===== src/design/prq_pkg.sv =====
// Shared types and codes for the priority request ring queue.
// Holds the controller state type, the command and status bundles and the result codes.
// No dependencies.
package prq_pkg;

  localparam int ID_W       = 32;
  localparam int PRI_PORT_W = 4;

  localparam logic OP_PUSH = 1'b0;
  localparam logic OP_POP  = 1'b1;

  typedef enum logic [1:0] {
    STATUS_DONE  = 2'd0,
    STATUS_FULL  = 2'd1,
    STATUS_EMPTY = 2'd2
  } status_t;

  typedef enum logic [3:0] {
    ST_IDLE,
    ST_DECODE,
    ST_POP_WAIT,
    ST_FULL_CHK,
    ST_FULL_BEF,
    ST_SHIFT_INIT,
    ST_SHIFT_RD,
    ST_SHIFT_CHK,
    ST_INSERT,
    ST_RESULT
  } state_t;

  // Read address select for the entry RAM.
  typedef enum logic [1:0] {
    RD_HEAD,
    RD_NEWHEAD,
    RD_BEFORE,
    RD_NEXT
  } rd_sel_t;

  // Write select for the entry RAM.
  typedef enum logic [2:0] {
    WR_NONE,
    WR_APPEND,
    WR_BEFORE,
    WR_MOVE,
    WR_NEW
  } wr_sel_t;

  typedef struct packed {
    logic    capture;
    rd_sel_t rd_sel;
    wr_sel_t wr_sel;
    logic    pop_take;
    logic    rej_full;
    logic    rej_empty;
    logic    evict_tail;
    logic    evict_keep;
    logic    evict_before;
    logic    shift_init;
    logic    shift_step;
    logic    count_inc;
    logic    load_out;
  } prq_cmd_t;

  typedef struct packed {
    logic op_pop;
    logic pri_zero;
    logic empty;
    logic full;
    logic rd_higher;
    logic rd_notify;
    logic pos_over;
    logic out_free;
  } prq_stat_t;

endpackage


===== src/design/prq_ctrl.sv =====
// Controller state machine for the priority request ring queue.
// Sequences pops, appends, eviction and the insertion shift. Depends on prq_pkg.
module prq_ctrl import prq_pkg::*; (
  input  logic      clk,
  input  logic      rst,
  input  logic      in_valid,
  output logic      in_ready,
  input  prq_stat_t stat,
  output prq_cmd_t  cmd
);

  state_t state;
  state_t state_next;

  always_ff @(posedge clk) begin
    if (rst) begin
      state <= ST_IDLE;
    end else begin
      state <= state_next;
    end
  end

  always_comb begin
    state_next = state;
    cmd        = '0;
    cmd.rd_sel = RD_HEAD;
    cmd.wr_sel = WR_NONE;
    in_ready   = (state == ST_IDLE);
    case (state)
      ST_IDLE: begin
        if (in_valid) begin
          cmd.capture = 1'b1;
          state_next  = ST_DECODE;
        end
      end
      ST_DECODE: begin
        if (stat.op_pop) begin
          if (stat.empty) begin
            cmd.rej_empty = 1'b1;
            state_next    = ST_RESULT;
          end else begin
            cmd.rd_sel = RD_HEAD;
            state_next = ST_POP_WAIT;
          end
        end else if (stat.pri_zero) begin
          if (stat.full) begin
            cmd.rej_full = 1'b1;
          end else begin
            cmd.wr_sel    = WR_APPEND;
            cmd.count_inc = 1'b1;
          end
          state_next = ST_RESULT;
        end else if (stat.full) begin
          // The tail of a full ring sits just before the head.
          cmd.rd_sel = RD_NEWHEAD;
          state_next = ST_FULL_CHK;
        end else begin
          state_next = ST_SHIFT_INIT;
        end
      end
      ST_POP_WAIT: begin
        cmd.pop_take = 1'b1;
        state_next   = ST_RESULT;
      end
      ST_FULL_CHK: begin
        if (stat.rd_higher) begin
          cmd.rej_full = 1'b1;
          state_next   = ST_RESULT;
        end else if (stat.rd_notify) begin
          // A tail that wants notification survives; the entry before it goes.
          cmd.evict_keep = 1'b1;
          cmd.rd_sel     = RD_BEFORE;
          state_next     = ST_FULL_BEF;
        end else begin
          cmd.evict_tail = 1'b1;
          state_next     = ST_SHIFT_INIT;
        end
      end
      ST_FULL_BEF: begin
        cmd.evict_before = 1'b1;
        cmd.wr_sel       = WR_BEFORE;
        state_next       = ST_SHIFT_INIT;
      end
      ST_SHIFT_INIT: begin
        cmd.shift_init = 1'b1;
        state_next     = ST_SHIFT_RD;
      end
      ST_SHIFT_RD: begin
        if (stat.pos_over) begin
          state_next = ST_INSERT;
        end else begin
          cmd.rd_sel = RD_NEXT;
          state_next = ST_SHIFT_CHK;
        end
      end
      ST_SHIFT_CHK: begin
        if (stat.rd_higher) begin
          cmd.wr_sel     = WR_MOVE;
          cmd.shift_step = 1'b1;
          state_next     = ST_SHIFT_RD;
        end else begin
          state_next = ST_INSERT;
        end
      end
      ST_INSERT: begin
        cmd.wr_sel    = WR_NEW;
        cmd.count_inc = 1'b1;
        state_next    = ST_RESULT;
      end
      ST_RESULT: begin
        if (stat.out_free) begin
          cmd.load_out = 1'b1;
          state_next   = ST_IDLE;
        end
      end
      default: begin
        state_next = ST_IDLE;
      end
    endcase
  end

endmodule


===== config.mk =====
export PLATFORM = sky130hd
export DESIGN_NAME = prq_ctrl
export DESIGN_NICKNAME = d
export VERILOG_FILES = /design/src/design/prq_pkg.sv /design/src/design/prq_ctrl.sv
export SDC_FILE = /design/constraint.sdc
export NUM_CORES = 1
export LEC_CHECK = 0
export ABC_AREA = 1
export ABC_CLOCK_PERIOD_IN_PS = 3100
export BUFFER_PORTS_ARGS = -buffer_cell sky130_fd_sc_hd__buf_4
export CAP_MARGIN = 20
export CORE_AREA = 2 2 39 41
export CTS_CLUSTER_SIZE = 30
export DETAILED_ROUTE_END_ITERATION = 10
export DIE_AREA = 0 0 41 43
export GPL_TIMING_DRIVEN = 0
export PLACE_DENSITY = 0.77
export SKIP_CTS_REPAIR_TIMING = 1
export SYNTH_ARGS = -nofsm -noshare
export SYNTH_HDL_FRONTEND = slang
export SYNTH_SLANG_ARGS = --single-unit

===== constraint.sdc =====
create_clock -name clk -period 3.1 [get_ports clk]
set_clock_uncertainty 0.2 [all_clocks]
set_input_delay 0.62 -clock clk [delete_from_list [all_inputs] [get_ports clk]]
set_output_delay 0.62 -clock clk [all_outputs]
set_load 0.1 [all_outputs]

# Word-level counts from Yosys, hierarchy flattened
# Cells that the tools add are included.
# W data, S select, Z words.
# op_classes
n_reduce_logical	3
eq_ne	11
mux	47
# op_table
cell	n
$pmux W4 S9	1
$mux W4	8
$mux W1	25
$eq A4 B3 Y1 const B	4
$mux W2	6
$pmux W3 S4	1
$mux W3	3
$eq A4 B2 Y1 const B	2
$eq A4 B4 Y1 const B	2
$pmux W2 S3	1
$eq A4 B1 Y1 const B	1
$logic_not A4 Y1	1
$ne A2 B2 Y1 const B	2
$pmux W1 S2	2
$reduce_and A2 Y1	1
$reduce_or A2 Y1	1
# totals
reg_bits	4
word_cells	62
output_inout_bits	17

# Logic depth before layout (Yosys ltp)
# logic_depth
ltp_word	4
ltp_mapped	9
depth_no_buf	9

# Worst setup path after synthesis
# OpenSTA, ideal clock, no wires.
# synth_path
kind	input to output
startpoint	input stat[6] (netlist bit)
endpoint	output cmd[13] (netlist bit)
cell_stages	3
t_arrival_ps	2957
t_required_ps	2280
slack_ps	-677
path_cell_list	nor2_1 > nand2_1 > o21ai_0
# synth_lines
item	line_no	text
start, declared	prq_ctrl.sv:8	input prq_stat_t stat,
end, declared	prq_ctrl.sv:9	output prq_cmd_t cmd

==> impl_metrics.csv <==
group,metric,value,unit
synth,synthCells,93,
layout,fin_area,717,um2
route,num_vias,657,
global_routing,grt_pass1_vias,540,
critical_path,required,2280,ps
critical_path,crit_family,"buffers and inverters",
die,die_w,41,um
route,route.detailed.drc,0,
synth,synth-seq-cells,4,
timing,period_share,74.9,%
clock_network,cts-root-buf,"clkbuf_4",
synth,syn_avg_cell_area,5.02,um2
critical_path,slowest_delay,340,ps
global_routing,grt_overflow_total,0,
timing,timing.final.crit_period,2320,ps
min_path,min_path_type,"input port to flip-flop",
layout,syn2layout_area_growth,53.6,%
clock_network,htreeDepth,1,
global_routing,grt_pass1_wl,2.03,mm
die,ios,28,
clock_network,clkTransAtPathRegs,40,ps
power_and_ir_drop,p_leak,0.476,nW
critical_path,path_cells,"inv_1, nor2_1, nand3_1, o21ai_1, buf_4",
die,coreArea,1380,um2
power_and_ir_drop,pwr-share-comb,77.4,%
timing,hold_viol,0,
route,wl_per_cell,8.65,um
die,fp.dieArea,1760,um2
timing,rsz0062_at_grt,"false",
synth,ys_warn_count,0,
timing,setup_tns,0,ps
layout,top_register,"state",
critical_path,end_kind,"output port",
timing,worst_pin_slew,279,ps
timing,clock.fmax,431,MHz
route,first_iter_violations,16,
synth,synthDistinctLibCells,15,
power_and_ir_drop,p_seq_share,12.7,%
route,routed_wirelength,1.20,mm
placed_design,globalplace.congestion,0.815,
layout,finalNetCount,136,
route,ant_nets,0,
synth,synth_nets,104,
layout,top_regs,"state x4",
critical_path,path_class,"flip-flop to output port",
layout,drive_above_1_share,32.5,%
layout,largest_reg_flops,4,
route,dr.pass1.iters,4,
clock_network,clock_path_buffers,2,
timing,setup-violations-final,0,
synth,synth-seq-area-share,17.2,%
power_and_ir_drop,p_per_area,922,nW/um2
timing,maxSlewHeadroom,81.6,%
placed_design,portBuffers,27,
clock_network,cts_sinks,4,
power_and_ir_drop,clkPwrFrac,9.9,%
status,status,"finished clean",
die,die_h,43,um
clock_network,cts_buffers,3,
synth,syn_area,467,um2
critical_path,start_kind,"flip-flop",
power_and_ir_drop,intPower,0.000223,W
layout,antenna_cells,0,
placed_design,dpl.hpwl,1.04,mm
critical_path,arrival,1500,ps
route,vias_per_cell,4.73,
power_and_ir_drop,p_sw,0.000438,W
clock_network,cts_tree,"yes",
die,placementRows,14,
global_routing,grt_usage,16.6,%
global_routing,grt_max_degree,7,
flow_run,cap_violations,0,
global_routing,antenna_found_initial,0,
critical_path,crit_buf_inv,2,
timing,slew_viol_final,0,
power_and_ir_drop,switching_share,66.3,%
critical_path,worst_path_max_delay_cell,"dfxtp_1",
die,start_util,33.7,%
critical_path,critPathMaxFanout,5,
placed_design,dpl-instance-area,694,um2
power_and_ir_drop,ir_drop,0.000409,V
clock_network,clkLatencyLatePin,240,ps
==> through the flow <==
step	hold WS, ps	utilization [%]	setup WS [ps]	std cells	total power (W)
floorplan	365	-	57.1	93	0.000502
global placement	442	50.2	833	136	0.000594
detailed placement	442	50.2	834	136	0.000598
CTS	353	51.8	787	139	0.000664
global route	354	51.8	646	139	0.000704
finish	352	51.8	778	139	0.000661
==> per-layer routing <==
layer | wire length [um] | share of wire, % | GRT usage, %
met1 | 510 | 42 | 20.6
met5 | 0 | 0 | 0
met3 | 97 | 8.1 | 6.28
met4 | 29 | 2.4 | 8.00
met2 | 565 | 47 | 24.1
==> logic make-up after synthesis <==
| group | Yosys count | synth area share [%] |
|---|---|---|
| compound gates | 7 | 7.51 |
| simple gates | 58 | 56.0 |
| flops | 4 | 17.2 |
| buf+inv | 24 | 19.3 |
==> layout make-up <==
class | instances | area, um2
Clock buffer | 3 | 22.5
Fill cell | 146 | 667
Inverter | 24 | 90.1
Multi-Input combinational cell | 65 | 302
Sequential cell | 4 | 80.1
Tap cell | 16 | 20.0
Timing Repair Buffer | 27 | 203
==> Yosys cell counts <==
master,count,area share (%)
o21ai_0,4,4.3
a21oi_1,2,2.1
inv_1,21,17
nor3_1,1,1.1
nand4_1,1,1.3
nor2_2,3,4.0
or2_0,1,1.3
dfxtp_1,4,17
nor2_4,1,2.4
inv_2,3,2.4
o21ai_1,1,1.1
nor2_1,14,11
nand2_2,2,2.7
nand3_1,14,15
nand2_1,21,17
==> worst paths after layout <==
| kind | slack (ps) | endpoint | startpoint | cells after the start |
|---|---|---|---|---|
| worst min-delay path | 350 | state[0]$_SDFFE_PP0P_ | rst | 2 |
| worst max-delay path | 780 | cmd[14] | state[2]$_SDFFE_PP0P_ | 5 |
| worst min register to register | 450 | state[0]$_SDFFE_PP0P_ | state[3]$_SDFFE_PP0P_ | 2 |
| worst max register to register | 1700 | state[3]$_SDFFE_PP0P_ | state[3]$_SDFFE_PP0P_ | 9 |
==> layout by cell type, fill, tap and decap left out, drive strengths merged <==
master	synthesis	final
nand3	14	14
o21ai	5	5
nand4	1	1
nor2	18	18
inv	24	24
or2	1	1
a21oi	2	2
nand2	23	23
clkbuf	0	3
buf	0	27
dfxtp	4	4
nor3	1	1
==> power by group through the flow <==
stage	combinational [W]	sequential [W]	clock, W
detailed placement	0.000513	0.0000850	0
floorplan	0.000420	0.0000818	0
finish	0.000512	0.0000840	0.0000651
global route	0.000549	0.0000854	0.0000697
global placement	0.000510	0.0000845	0
CTS	0.000514	0.0000840	0.0000659
(Power assumes the default switching activity.)
